[src/rtl/cjls_pkg.sv]
package cjls_pkg;

	typedef logic [1:0] kind_t;

	localparam kind_t KIND_OTHER  = 2'd0;
	localparam kind_t KIND_CJK    = 2'd1;
	localparam kind_t KIND_WORD   = 2'd2;
	localparam kind_t KIND_EXTEND = 2'd3;

	localparam logic [15:0] AMP_UNIT   = 16'h0026;
	localparam logic [15:0] SPACE_UNIT = 16'h0020;

	localparam int MAX_RES = 4;
	localparam int CNT_W   = $clog2(MAX_RES + 1);
	localparam int IDX_W   = $clog2(MAX_RES);

	typedef struct packed {
		logic [MAX_RES-1:0][15:0] units;
		logic [CNT_W-1:0]         cnt;
	} res_t;

	typedef struct packed {
		kind_t       pk;
		logic        amp;
		logic        hv;
		logic [15:0] hu;
	} st_t;

	typedef struct packed {
		res_t r;
		st_t  s;
	} acc_t;

	function automatic res_t push(res_t r, logic [15:0] u);
		res_t o;
		o = r;
		if (r.cnt < CNT_W'(MAX_RES)) begin
			o.units[r.cnt[IDX_W-1:0]] = u;
			o.cnt = r.cnt + CNT_W'(1);
		end
		return o;
	endfunction

	// optional space, held mark, then one or two units of the code point
	function automatic acc_t token(acc_t a, kind_t k, logic [15:0] u0, logic [15:0] u1,
			logic two);
		acc_t o;
		o = a;
		if (k != KIND_EXTEND && ((o.s.pk == KIND_CJK && k == KIND_WORD) ||
				(o.s.pk == KIND_WORD && k == KIND_CJK))) begin
			o.r = push(o.r, SPACE_UNIT);
		end
		if (o.s.amp) begin
			o.r = push(o.r, AMP_UNIT);
		end
		o.r = push(o.r, u0);
		if (two) begin
			o.r = push(o.r, u1);
		end
		if (k != KIND_EXTEND) begin
			o.s.pk = k;
		end
		o.s.amp = 1'b0;
		return o;
	endfunction

endpackage

[src/rtl/cjls_class.sv]
module cjls_class
	import cjls_pkg::*;
(
	input  logic [20:0] cp,
	output kind_t       kind
);

	logic ext, cjk, word;

	assign ext = (cp >= 21'h00300 && cp <= 21'h0036F) || (cp >= 21'h01AB0 && cp <= 21'h01AFF) ||
		(cp >= 21'h01DC0 && cp <= 21'h01DFF) || (cp >= 21'h020D0 && cp <= 21'h020FF) ||
		(cp >= 21'h0FE00 && cp <= 21'h0FE0F) || (cp >= 21'h0FE20 && cp <= 21'h0FE2F) ||
		(cp >= 21'h0FF9E && cp <= 21'h0FF9F) || (cp >= 21'hE0100 && cp <= 21'hE01EF);

	assign cjk = (cp >= 21'h01100 && cp <= 21'h011FF) || (cp >= 21'h02E80 && cp <= 21'h02FDF) ||
		cp == 21'h03005 || cp == 21'h03007 ||
		(cp >= 21'h03040 && cp <= 21'h030FF) || (cp >= 21'h03100 && cp <= 21'h0318F) ||
		(cp >= 21'h031A0 && cp <= 21'h031FF) ||
		(cp >= 21'h03400 && cp <= 21'h04DBF) || (cp >= 21'h04E00 && cp <= 21'h09FFF) ||
		(cp >= 21'h0F900 && cp <= 21'h0FAFF) || (cp >= 21'h0A960 && cp <= 21'h0A97F) ||
		(cp >= 21'h0AC00 && cp <= 21'h0D7FF) || (cp >= 21'h0FF66 && cp <= 21'h0FF9D) ||
		(cp >= 21'h1B000 && cp <= 21'h1B16F) || (cp >= 21'h20000 && cp <= 21'h2FA1F) ||
		(cp >= 21'h30000 && cp <= 21'h323AF);

	assign word = (cp >= 21'h30 && cp <= 21'h39) || (cp >= 21'h41 && cp <= 21'h5A) ||
		(cp >= 21'h61 && cp <= 21'h7A);

	always_comb begin
		priority if (ext) begin
			kind = KIND_EXTEND;
		end else if (cjk) begin
			kind = KIND_CJK;
		end else if (word) begin
			kind = KIND_WORD;
		end else begin
			kind = KIND_OTHER;
		end
	end

endmodule

[src/rtl/cjls_step.sv]
module cjls_step
	import cjls_pkg::*;
(
	input  logic [15:0] text_unit,
	input  logic        text_end,
	input  logic        keep,
	input  st_t         st,
	output res_t        res,
	output st_t         st_next
);

	logic [20:0] cp_u, cp_h, cp_pair;
	kind_t       k_u, k_h, k_pair;
	logic        is_low, is_high, is_amp;

	assign cp_u    = {5'd0, text_unit};
	assign cp_h    = {5'd0, st.hu};
	assign cp_pair = {1'b0, st.hu[9:0], text_unit[9:0]} + 21'h10000;
	assign is_low  = text_unit[15:10] == 6'b110111;
	assign is_high = text_unit[15:10] == 6'b110110;
	assign is_amp  = text_unit == AMP_UNIT;

	cjls_class u_class_u    (.cp(cp_u),    .kind(k_u));
	cjls_class u_class_h    (.cp(cp_h),    .kind(k_h));
	cjls_class u_class_pair (.cp(cp_pair), .kind(k_pair));

	always_comb begin
		acc_t a;
		logic done;
		a     = '0;
		a.s   = st;
		done  = 1'b0;
		if (st.hv) begin
			a.s.hv = 1'b0;
			if (is_low) begin
				a    = token(a, k_pair, st.hu, text_unit, 1'b1);
				done = 1'b1;
			end else begin
				a = token(a, k_h, st.hu, 16'h0000, 1'b0);
			end
		end
		if (!done) begin
			priority if (a.s.amp && is_amp) begin
				a.r     = push(a.r, AMP_UNIT);
				a.r     = push(a.r, AMP_UNIT);
				a.s.pk  = KIND_OTHER;
				a.s.amp = 1'b0;
			end else if (!a.s.amp && is_amp && keep) begin
				a.s.amp = 1'b1;
			end else if (is_high) begin
				a.s.hv = 1'b1;
				a.s.hu = text_unit;
			end else begin
				a = token(a, k_u, text_unit, 16'h0000, 1'b0);
			end
		end
		if (text_end) begin
			// a high surrogate held here is always the current unit
			if (a.s.hv) begin
				a = token(a, k_u, a.s.hu, 16'h0000, 1'b0);
			end else if (a.s.amp) begin
				a.r = push(a.r, AMP_UNIT);
			end
			a.s = '0;
		end
		res     = a.r;
		st_next = a.s;
	end

endmodule

[src/rtl/cjls_ser.sv]
module cjls_ser
	import cjls_pkg::*;
(
	input  logic        clk,
	input  logic        arst_n,
	input  logic        load,
	input  res_t        res,
	input  logic        res_end,
	output logic        can_load,
	output logic        out_valid,
	input  logic        out_ready,
	output logic [15:0] out_unit,
	output logic        run_last,
	output logic        text_done
);

	logic [MAX_RES-1:0][15:0] units_q;
	logic [CNT_W-1:0]         cnt_q;
	logic [IDX_W-1:0]         idx_q;
	logic                     end_q;
	logic                     valid_q;
	logic                     last, take;

	assign last      = (CNT_W'(idx_q) + CNT_W'(1)) == cnt_q;
	assign take      = valid_q && out_ready;
	assign can_load  = !valid_q || (take && last);
	assign out_valid = valid_q;
	assign out_unit  = units_q[idx_q];
	assign run_last  = last;
	assign text_done = last && end_q;

	always_ff @(posedge clk or negedge arst_n) begin
		if (!arst_n) begin
			valid_q <= 1'b0;
			idx_q   <= '0;
		end else if (load) begin
			valid_q <= 1'b1;
			idx_q   <= '0;
		end else if (take) begin
			if (last) begin
				valid_q <= 1'b0;
			end else begin
				idx_q <= idx_q + IDX_W'(1);
			end
		end
	end

	always_ff @(posedge clk) begin
		if (load) begin
			units_q <= res.units;
			cnt_q   <= res.cnt;
			end_q   <= res_end;
		end
	end

	property p_idx_in_range;
		@(posedge clk) disable iff (!arst_n)
		valid_q |-> (CNT_W'(idx_q) < cnt_q);
	endproperty
	a_idx_in_range: assert property (p_idx_in_range) else $error("index past word count");

endmodule

[src/rtl/cjk_latin_boundary_spacer.sv]
// A word is held in the input register, then its results load the output serializer.
// Throughput: one input word per cycle while each word yields at most one result
// and out_ready is high; a word yielding more (up to four) holds the serializer
// until all are taken. Words that yield nothing never load the serializer.
// Reset (arst_n low): control and step state cleared, keep_mnemonic_marks set to 1.
module cjk_latin_boundary_spacer
	import cjls_pkg::*;
(
	input  logic        clk,
	input  logic        arst_n,
	input  logic        cfg_wr_en,
	input  logic        cfg_wr_data,
	input  logic        in_valid,
	output logic        in_ready,
	input  logic [15:0] text_unit,
	input  logic        text_end,
	output logic        out_valid,
	input  logic        out_ready,
	output logic [15:0] out_unit,
	output logic        run_last,
	output logic        text_done
);

	logic        keep_q;
	logic        valid_s1;
	logic [15:0] unit_s1;
	logic        end_s1;
	st_t         st_q, st_next;
	res_t        res;
	logic        can_load, adv, load;

	assign adv      = valid_s1 && (res.cnt == '0 || can_load);
	assign load     = adv && res.cnt != '0;
	assign in_ready = !valid_s1 || adv;

	always_ff @(posedge clk or negedge arst_n) begin
		if (!arst_n) begin
			keep_q <= 1'b1;
		end else if (cfg_wr_en) begin
			keep_q <= cfg_wr_data;
		end
	end

	always_ff @(posedge clk or negedge arst_n) begin
		if (!arst_n) begin
			valid_s1 <= 1'b0;
		end else if (in_ready) begin
			valid_s1 <= in_valid;
		end
	end

	always_ff @(posedge clk) begin
		if (in_ready && in_valid) begin
			unit_s1 <= text_unit;
			end_s1  <= text_end;
		end
	end

	always_ff @(posedge clk or negedge arst_n) begin
		if (!arst_n) begin
			st_q <= '0;
		end else if (adv) begin
			st_q <= st_next;
		end
	end

	cjls_step u_step (
		.text_unit (unit_s1),
		.text_end  (end_s1),
		.keep      (keep_q),
		.st        (st_q),
		.res       (res),
		.st_next   (st_next)
	);

	cjls_ser u_ser (
		.clk       (clk),
		.arst_n    (arst_n),
		.load      (load),
		.res       (res),
		.res_end   (end_s1),
		.can_load  (can_load),
		.out_valid (out_valid),
		.out_ready (out_ready),
		.out_unit  (out_unit),
		.run_last  (run_last),
		.text_done (text_done)
	);

	property p_end_clears;
		@(posedge clk) disable iff (!arst_n)
		(adv && end_s1) |=> (st_q.pk == KIND_OTHER && !st_q.amp && !st_q.hv);
	endproperty
	a_end_clears: assert property (p_end_clears) else $error("state not cleared at text end");

	property p_held_is_high;
		@(posedge clk) disable iff (!arst_n)
		st_q.hv |-> (st_q.hu[15:10] == 6'b110110);
	endproperty
	a_held_is_high: assert property (p_held_is_high) else $error("held unit not a high half");

	property p_s1_holds;
		@(posedge clk) disable iff (!arst_n)
		(valid_s1 && !adv) |=> (valid_s1 && $stable(unit_s1) && $stable(end_s1));
	endproperty
	a_s1_holds: assert property (p_s1_holds) else $error("stalled word lost");

endmodule
[config.mk]
export PLATFORM = sky130hd
export DESIGN_NAME = cjk_latin_boundary_spacer
export DESIGN_NICKNAME = d
export VERILOG_FILES = /design/src/rtl/cjls_pkg.sv /design/src/rtl/cjls_class.sv /design/src/rtl/cjls_step.sv /design/src/rtl/cjls_ser.sv /design/src/rtl/cjk_latin_boundary_spacer.sv
export SDC_FILE = /design/constraint.sdc
export NUM_CORES = 1
export LEC_CHECK = 0
export BUFFER_PORTS_ARGS = -buffer_cell sky130_fd_sc_hd__buf_2
export CAP_MARGIN = 25
export CORE_UTILIZATION = 46
export CTS_CLUSTER_SIZE = 40
export DETAILED_ROUTE_END_ITERATION = 12
export PLACE_DENSITY = 0.74
export SETUP_SLACK_MARGIN = 0.15
export SLEW_MARGIN = 40
export SYNTH_ARGS = -nofsm -noshare
export SYNTH_HDL_FRONTEND = slang
export SYNTH_SLANG_ARGS = --single-unit
[constraint.sdc]
create_clock -name clk -period 20.2 [get_ports clk]
set_input_delay 6.06 -clock clk [delete_from_list [all_inputs] [get_ports clk]]
set_output_delay 6.06 -clock clk [all_outputs]
set_load 0.005 [all_outputs]
### Word-level counts from Yosys, hierarchy flattened

Cells that the tools add are included.

* memories: 0
* output and inout port bits: 20
* RAM bits: 0
* bits in latches: 0
* bits of input ports: 23
* register bits: 110
* logic and storage cells: 577
* ROM bits: 0

* $add $sub $neg: 15
* shifts and indexed selects: 0
* bitwise logic cells: 27
* multiplexer cells: 110
* $mul: 0
* div/mod/pow operators: 0
* eq/ne operators: 26
* reductions and logical operators: 196
* magnitude comparators: 187

Operator list (count)
* $mux 67: 46
* $demux 16 s2: 12
* $and 52x52->52: 7
* $not 52->52: 7
* $mux 87: 4
* $bwmux 64: 5
* $le 16x16->1 const B: 16
* $ge 16x16->1 const B: 14
* $mux 16: 13
* $ge 16x14->1 const B: 12
* $le 21x16->1 const B: 8
* $le 16x14->1 const B: 10
* $ge 21x16->1 const B: 7
* $mux 70: 2
* $ge 21x14->1 const B: 6
* $and 60x60->60: 2
* $not 60->60: 2
* $logic_and 1x1->1: 108
* $le 21x14->1 const B: 5
* $ge 16x13->1 const B: 6
* $le 16x13->1 const B: 6
* $or 12x12->12: 7
* $logic_or 1x1->1: 79
* $ge 16x18->1 const B: 4
* other kinds (56): 173

### Longest topological paths before layout

Gate-level depths: netlist of the first run.

* depth after elaboration: 121
* gate-level depth with buffers: 48
* gate-level depth less buffers: 43

### Cells and area by module

A second synthesis of the first run with hierarchy kept.

* cell total of the unflattened synthesis: 1500
* area total of the unflattened synthesis: 12191.7 µm²

By module, submodules not included
* cjls_step: area each 4976.0 µm², instances 1, cells an instance 823, sequential area each 0.0 µm²
* cjls_class: area each 1023.5 µm², instances 3, cells an instance 164, sequential area each 0.0 µm²
* cjls_ser: area each 2706.3 µm², instances 1, cells an instance 116, sequential area each 2117.0 µm²
* cjk_latin_boundary_spacer: area each 1438.9 µm², instances 1, cells an instance 69, sequential area each 1062.3 µm²

### Least setup slack after synthesis of the first run

Ideal clock, no wire load.

* kind: reg-to-output
* start: register st_q[6] in the netlist's numbering
* end: output in_ready
* arrival: 9.471 ns
* stages on the path, launching flop included: 44
* path buffers: 3
* data required time: 14.140 ns
* slack: 4.669 ns
* cell sequence: dfrtp_1 -> buf_2 -> inv_1 -> ha_1 -> or3b_1 -> or3_1 -> buf_6 -> a21oi_4 -> o221ai_2 -> a221o_1 -> or4_4 -> nor2_1 -> mux2i_1 -> nand2b_1 -> inv_1 -> ha_1 -> clkbuf_1 -> nand2_1 -> [... 8 more ...] -> inv_1 -> a21oi_1 -> ha_1 -> o31ai_1 -> ha_1 -> a31o_2 -> a21oi_1 -> or2_2 -> ha_1 -> nand2_1 -> o21a_1 -> ha_1 -> a21oi_1 -> a21oi_1 -> nand3b_1 -> a21o_1 -> o31ai_2 -> or2_1

* longest elaborated chain between the ends: 78
* elaborated cells on any way between the ends: 321
* those cells by class: 13 x add/sub; 112 x order compare; 14 x eq/ne; 64 x mux; 118 x reduce/logical

Ends and longest elaborated chain
* from (decl): RTL line cjk_latin_boundary_spacer.sv:28 `st_t st_q, st_next;`
* from (signal assigned): RTL line cjk_latin_boundary_spacer.sv:63 `st_q <= st_next;`
* $add 20x17->21: RTL line cjls_step.sv:18 `assign cp_pair = {1'b0, st.hu[9:0], text_unit[9:0]} + 21'h10000;`
* $ge 21x13->1 (tied with other cells): RTL line cjls_class.sv:15 `assign cjk = (cp >= 21'h01100 && cp <= 21'h011FF) || (cp >= 21'h02E80 && cp <= 21'h02FDF) ||`
* $logic_and 1x1->1: RTL line cjls_class.sv:15
* $logic_or 1x1->1 (2 in a row): RTL line cjls_class.sv:15
* $logic_or 1x1->1 (2 in a row): RTL line cjls_class.sv:16 `cp == 21'h03005 || cp == 21'h03007 ||`
* $logic_or 1x1->1 (2 in a row): RTL line cjls_class.sv:17 `(cp >= 21'h03040 && cp <= 21'h030FF) || (cp >= 21'h03100 && cp <= 21'h0318F) ||`
* $logic_or 1x1->1: RTL line cjls_class.sv:18 `(cp >= 21'h031A0 && cp <= 21'h031FF) ||`
* $logic_or 1x1->1 (2 in a row): RTL line cjls_class.sv:19 `(cp >= 21'h03400 && cp <= 21'h04DBF) || (cp >= 21'h04E00 && cp <= 21'h09FFF) ||`
* [... 58 more ...]
* $add 3x1->3 / $lt 3x3->1 (equally long branches): RTL line cjls_pkg.sv:39, cjls_pkg.sv:37
* $mux 67: RTL line cjls_pkg.sv:37 `if (r.cnt < CNT_W'(MAX_RES)) begin`
* $mux 67: RTL line cjls_step.sv:59 `if (a.s.hv) begin`
* $mux 87 (*): RTL line cjls_step.sv:57 `if (text_end) begin`
* $logic_not 3->1 (*): RTL line cjk_latin_boundary_spacer.sv:32 `assign adv = valid_s1 && (res.cnt == '0 || can_load);`
* $logic_or 1x1->1 (*): RTL line cjk_latin_boundary_spacer.sv:32
* $logic_and 1x1->1 (*): RTL line cjk_latin_boundary_spacer.sv:32
* $logic_or 1x1->1 (*): RTL line cjk_latin_boundary_spacer.sv:34 `assign in_ready = !valid_s1 || adv;`
* to (decl): RTL line cjk_latin_boundary_spacer.sv:14 `output logic in_ready,`

Every way passes the cells marked *; elsewhere a longest branch is shown, timed or not. The select of a mux whose other input is x is not followed.

### Worst setup path after layout of the first run

* start: register st_q[7] in the netlist's numbering
* end: output in_ready

Same word-level chain as after synthesis.

==> results.cfg, run 1 <==
[setup_path]
startpoint_type = flop
end_kind = output pin
required_ns = 14.14
rrSetupSlack_ns = 8.29
reg2reg_from = st_q[7]
cpPeakStageDelay_ns = 0.82
path_common_cell = ha_1
critPathArrivalTime_ns = 11.62
timing.rr.end = unit_s1[8]
path_max_fanout = 22
criticalPathCategory = flop to output pin
ff2ff_path_depth = 42
slowest_stage = dfrtp_1

[sta]
setup-tns-final_ns = 0
fmax_mhz = 56.55
hold_slack_ns = 0.5565
tightest_slew_ns = 0.9482
rsz0062_at_grt = false
period_minus_slack_ns = 17.68
hold_viol_final = 0
period_share_pct = 87.55
fin_worst_skew_ns = 0.009657
setup_viol = 0
slew_viol_final = 0
slew_headroom_pct = 36.20

[route]
drt_wl_total_um = 50570
drc_errors = 0
via_count = 13730
dr.pass1.iters = 7
viasPerCell = 7.458
post_drt_wl_per_cell_um = 27.47
first_iter_violations = 2555
postRouteAntennaNets = 0

[cells_and_area]
antenna_cells = 0
layout-drive-gt1-share_pct = 11.55
layout.nets = 1566
areaGrowthSynthToFinish_pct = 4.799

[synth]
syn_area_um2 = 12250
yosysMostFrequentCell = nand2_1
synthArstFlopShare_pct = 22.73
ys.flop_type = edfxtp_1
yosysSeqAreaShare_pct = 25.94
syn_area_per_cell_um2 = 7.830
synth_cells = 1565
post-synth-top-area-fraction_pct = 20.83
synth_common_cells = nand2_1 (164), a21oi_1 (112), clkbuf_1 (101), nor2_1 (101), edfxtp_1 (85)
yosysWarnings = 0
syn-num-nets = 1630
yosys-top-cells-area = edfxtp_1 (21%), nand2_1 (5.0%), dfrtp_1 (4.9%)
synth_edf_count = 85
ys_ff_latch = 110
synth_top_area_cell = edfxtp_1
synth_cell_types = 108

[run_status]
status = finished clean

[power]
power_density_nw_per_um2 = 82.73
vdd_drop_max_mv = 0.07052
clkPwrFrac_pct = 17.6
p_comb_share_pct = 47.7
p_switching_uw = 491.1
swShare_pct = 46.23
leakage_uw = 0.004567
pwr-share-seq_pct = 34.8
p_int_uw = 571.3

[clocking]
cts_sinks = 110
root_buffer = clkbuf_16
postCtsSetupBuffers = 0
path_clk_slew_ns = 0.08
numCtsBuffers = 9
hold_buffers = 0
cts_tree = built
post_cts_resized = 0
cts_max_level = 3
cts_buffer_depth = 2
clk_latency_ns = 0.37

[placed_design]
portBuffers = 42
dp_hpwl_um = 35950
gp_congestion = 1.049

[global_routing]
grtUsageTotal_pct = 36.59
gr-max-usage-layer = met1
grt_pass1_wl_um = 75090
gr-usage-met3_pct = 7.892
grt_overflow_total = 0
grt_use_met2_pct = 52.36
grt_use_met1_pct = 53.20
antenna_found_initial = 0
grt_max_degree = 66
grt_pass1_vias = 11930

[worst_hold_path]
hold_path_class = flop to flop
holdPathEnd = st_q[2]
hold-path-cell-count = 1
holdCritStartpoint = st_q[2]

[die]
dieArea_um2 = 27300
die_h_um = 165.2
initial_utilization_pct = 47.03
rows = 59
coreArea_um2 = 26060
fp.dieW_um = 165.2
io_pins = 43

[job]
max-cap-violations = 0
==> placed cells by master (no fill, tap or decap), drive strengths merged, types with 19 or more instances in the layout <==
master	count
edfxtp	85
a22oi	23
o221ai	19
and2	32
ha	42
dfrtp	24
nor2	102
nor3	55
nand3	75
nand2b	22
inv	45
a22o	29
a21oi	113
nor4	28
a31oi	45
and3	36
nand2	164
buf	87
nand4	39
o21ai	82
==> worst max path at each step <==
stage             from       end  slack [ns]  cells past startpoint
2_1_floorplan  st_q[6]  in_ready        4.67                     43
3_3_place_gp   st_q[6]  in_ready        3.51                     42
3_5_place_dp   st_q[6]  in_ready        3.02                     42
4_1_cts        st_q[6]  in_ready        2.62                     42
5_1_grt        st_q[7]  in_ready        1.76                     42
6_report       st_q[7]  in_ready        2.52                     42
==> flip-flops by register name, indices dropped and copies added (netlist names) <==
| register | count |
|---|---|
| u_ser.idx_q | 2 |
| u_ser.units_q | 64 |
| st_q | 20 |
| valid_s1 | 1 |
| u_ser.end_q | 1 |
| u_ser.cnt_q | 3 |
| u_ser.out_valid | 1 |
| keep_q | 1 |
| end_s1 | 1 |
| unit_s1 | 16 |
==> power groups by stage <==
stage	clock [µW]	sequential, µW	combinational, µW
finish	186	369	507
floorplan	0	331	358
CTS	189	366	489
detailed placement	0	372	486
global placement	0	368	486
global route	195	374	538
==> layout make-up <==
cell class,instances,area [µm²]
clock inverters,7,80.08
well taps,335,419.2
clock buffers,9,225.2
fillers,2528,13220
flip-flops and latches,110,3182
inverters,43,161.4
repair buffers,87,548.0
multi-input cells,1250,8227
==> critical path, delay by kind of cell, from the launching register on <==
family | cells | cell delay [ns]
mux | 1 | 0.20
compound gates | 16 | 3.86
fa+ha+maj | 8 | 2.64
buf+inv | 6 | 1.02
flops | 1 | 0.82
simple gates | 11 | 2.68
==> layer usage <==
| metal | up-vias | wire [µm] |
|---|---|---|
| met4 | 0 | 2235 |
| li1 | 5913 | - |
| met2 | 1229 | 20730 |
| met5 | - | 0 |
| met1 | 6386 | 20450 |
| met3 | 203 | 7142 |
==> stage by stage <==
step / setup slack (ns) / instances / total power (µW) / util, % / cell area (µm²)
3_3_place_gp: 3.508 / 1824 / 853.6 / 47.99 / 12510
3_5_place_dp: 3.022 / 1825 / 858.1 / 48.08 / 12530
4_1_cts: 2.618 / 1841 / 1044 / 49.25 / 12830
2_1_floorplan: 4.669 / 1565 / 689.4 / - / 12250
5_1_grt: 1.764 / 1841 / 1108 / 49.28 / 12840
6_report: 2.515 / 1841 / 1063 / 49.28 / 12840
==> logic make-up (layout without fill, tap and decap cells) <==
group	count (synthesis)	after routing	synth area share, %
AOI/OAI and AO/OA	508	508	29.29
adders and majority gates	42	42	4.288
xor gates and xnor gates	7	7	0.5616
other	1	1	0.03060
and+or+nand+nor	668	668	28.87
muxes	24	24	3.655
buffers and inverters	205	146	7.351
DFF	110	110	25.94
No activity file was read; power rests on OpenSTA's default activity.
==> run 2, diff against run 1 <==
==> constraint.sdc (replaced) <==
create_clock -name clk -period 20.2 [get_ports clk]
set_input_delay 2.02 -clock clk [delete_from_list [all_inputs] [get_ports clk]]
set_output_delay 2.02 -clock clk [all_outputs]
set_load 0.005 [all_outputs]
==> run 2 against run 1 <==
Net effect: highest routed layer is now met5; register-to-register slack got worse by 1.2 ns; final area hardly changed; non-clock buffer count shrank 3; final cell count decreased by 0.16%; sequential share of layout area is essentially flat; critical path depth decreased by 1; combinational power about the same.
==> results.cfg, run 2 (same netlist as run 1, synthesis figures left out) <==
[run_status]
status = finished clean

[sta]
setup-tns-final_ns = 0
hold_viol_final = 0
period_minus_slack_ns = 14.57
setup_viol = 0
period_share_pct = 72.12
fin_worst_skew_ns = 0.01441
slew_viol_final = 0
slew_headroom_pct = 42.67
tightest_slew_ns = 0.8569
rsz0062_at_grt = false
fmax_mhz = 68.64
worst_slack_ns = 5.631

[setup_path]
rrSetupSlack_ns = 7.11
critPathArrivalTime_ns = 12.55
end_kind = output pin
crit_buf_inv = 5
path_common_cell = ha_1
path_max_fanout = 22
criticalPathCategory = flop to output pin
startpoint_type = flop
cp_top_family = compound AO/OA/AOI/OAI gates
reg2reg_from = st_q[7]
required_ns = 18.18
cpPeakStageDelay_ns = 0.80
slowest_stage = dfrtp_1
crit_start = st_q[7]

[die]
io_pins = 43
fp.dieW_um = 165.2
die_h_um = 165.2
rows = 59
dieArea_um2 = 27300
coreArea_um2 = 26060
initial_utilization_pct = 47.03

[route]
post_drt_wl_per_cell_um = 27.36
first_iter_violations = 2227
dr.pass1.iters = 8
viasPerCell = 7.455
postRouteAntennaNets = 0
drc_errors = 0
drt_wl_total_um = 50300
via_count = 13700

[clocking]
cts_sinks = 110
post_cts_resized = 0
numCtsBuffers = 9
postCtsSetupBuffers = 0
root_buffer = clkbuf_16
hold_buffers = 0
cts_max_level = 3
cts_buffer_depth = 2
clk_latency_ns = 0.37
cts_tree = built
path_clk_slew_ns = 0.09

[cells_and_area]
top_regs = u_ser.units_q x64, st_q x20, unit_s1 x16
regArea_um2 = 3182
final_cell_mix = nand2_1 (164), a21oi_1 (111), nor2_1 (99)
stdcell_count = 1838
fillers = 2549
areaGrowthSynthToFinish_pct = 4.717
antenna_cells = 0
regMostFlops = u_ser.units_q
layout-drive-gt1-share_pct = 11.44
largest_reg_flops = 64
multiInputGateArea_um2 = 8244
layout.nets = 1563
final_common_cell = nand2_1

[worst_hold_path]
hold_path_class = flop to flop
holdCritStartpoint = u_ser.out_valid

[placed_design]
dp_hpwl_um = 36070
portBuffers = 42
place_ws_ns = 6.208
gp_congestion = 1.046
dp.cells = 1822

[power]
vdd_drop_max_mv = 0.08056
power_density_nw_per_um2 = 82.39
leakage_uw = 0.004558

[global_routing]
grt_pass1_vias = 12000
grt_pass1_wl_um = 75140
grt_max_degree = 66
antenna_found_initial = 3
grt_overflow_total = 0
grtUsageTotal_pct = 36.66

[job]
max-cap-violations = 0
## run 2: cell types whose count changed in the layout (fill, tap and decap cells not counted), sizes merged
cell	before	now
inv	45	43
buf	87	84
clkinv	4	7
clkinvlp	1	0
## run 2: worst register-to-register path, delay by kind of cell, from the launching register on
kind	cells	cell delay, ns
adders and majority gates	8	2.70
buffers and inverters	4	0.72
and+or+nand+nor	12	3.52
DFF	1	0.80
muxes	1	0.23
AOI/OAI and AO/OA	16	4.74
## run 2: layout make-up
cell class	instances	area share, %
repair buffers	84	4.095
flip-flops and latches	110	24.80
clock inverters	7	0.5850
multi-input cells	1250	64.25
well taps	335	3.266
clock buffers	9	1.755
inverters	43	1.258
## run 2: path summary, 6_finish.rpt
check	endpoint	depth (start not counted)
setup / recovery	in_ready	41
hold / removal	u_ser.out_valid	2
setup reg to reg	unit_s1[9]	41
hold reg to reg	u_ser.out_valid	2
max in group asynchronous	st_q[6]	1
min in group asynchronous	st_q[2]	1
## run 2: layer usage
| metal | wire length, µm | GRT usage [%] | share of wire (%) |
|---|---|---|---|
| met1 | 20250 | 52.44 | 40 |
| met2 | 20580 | 51.64 | 41 |
| met3 | 7104 | 9.416 | 14 |
| met4 | 2315 | 15.18 | 4.6 |
| met5 | 45 | 0 | 0.089 |
## run 2: through the flow
step | power, µW | util (%) | hold WS (ns) | area [µm²]
2_1_floorplan | 689.4 | - | 0.4244 | 12250
3_3_place_gp | 850.6 | 47.90 | 0.5549 | 12480
3_5_place_dp | 857.5 | 48.09 | 0.5722 | 12530
4_1_cts | 1038 | 49.24 | 0.5916 | 12830
5_1_grt | 1102 | 49.24 | 0.6547 | 12830
6_report | 1057 | 49.24 | 0.5857 | 12830
## run 2: power by group
part	leakage (µW)	switching, µW	internal [µW]	total, µW
clock network	0.000148	95.7	87.9	184
registers	0.00112	55.0	310	365
logic	0.00329	337	172	509
total	0.00456	488	570	1060
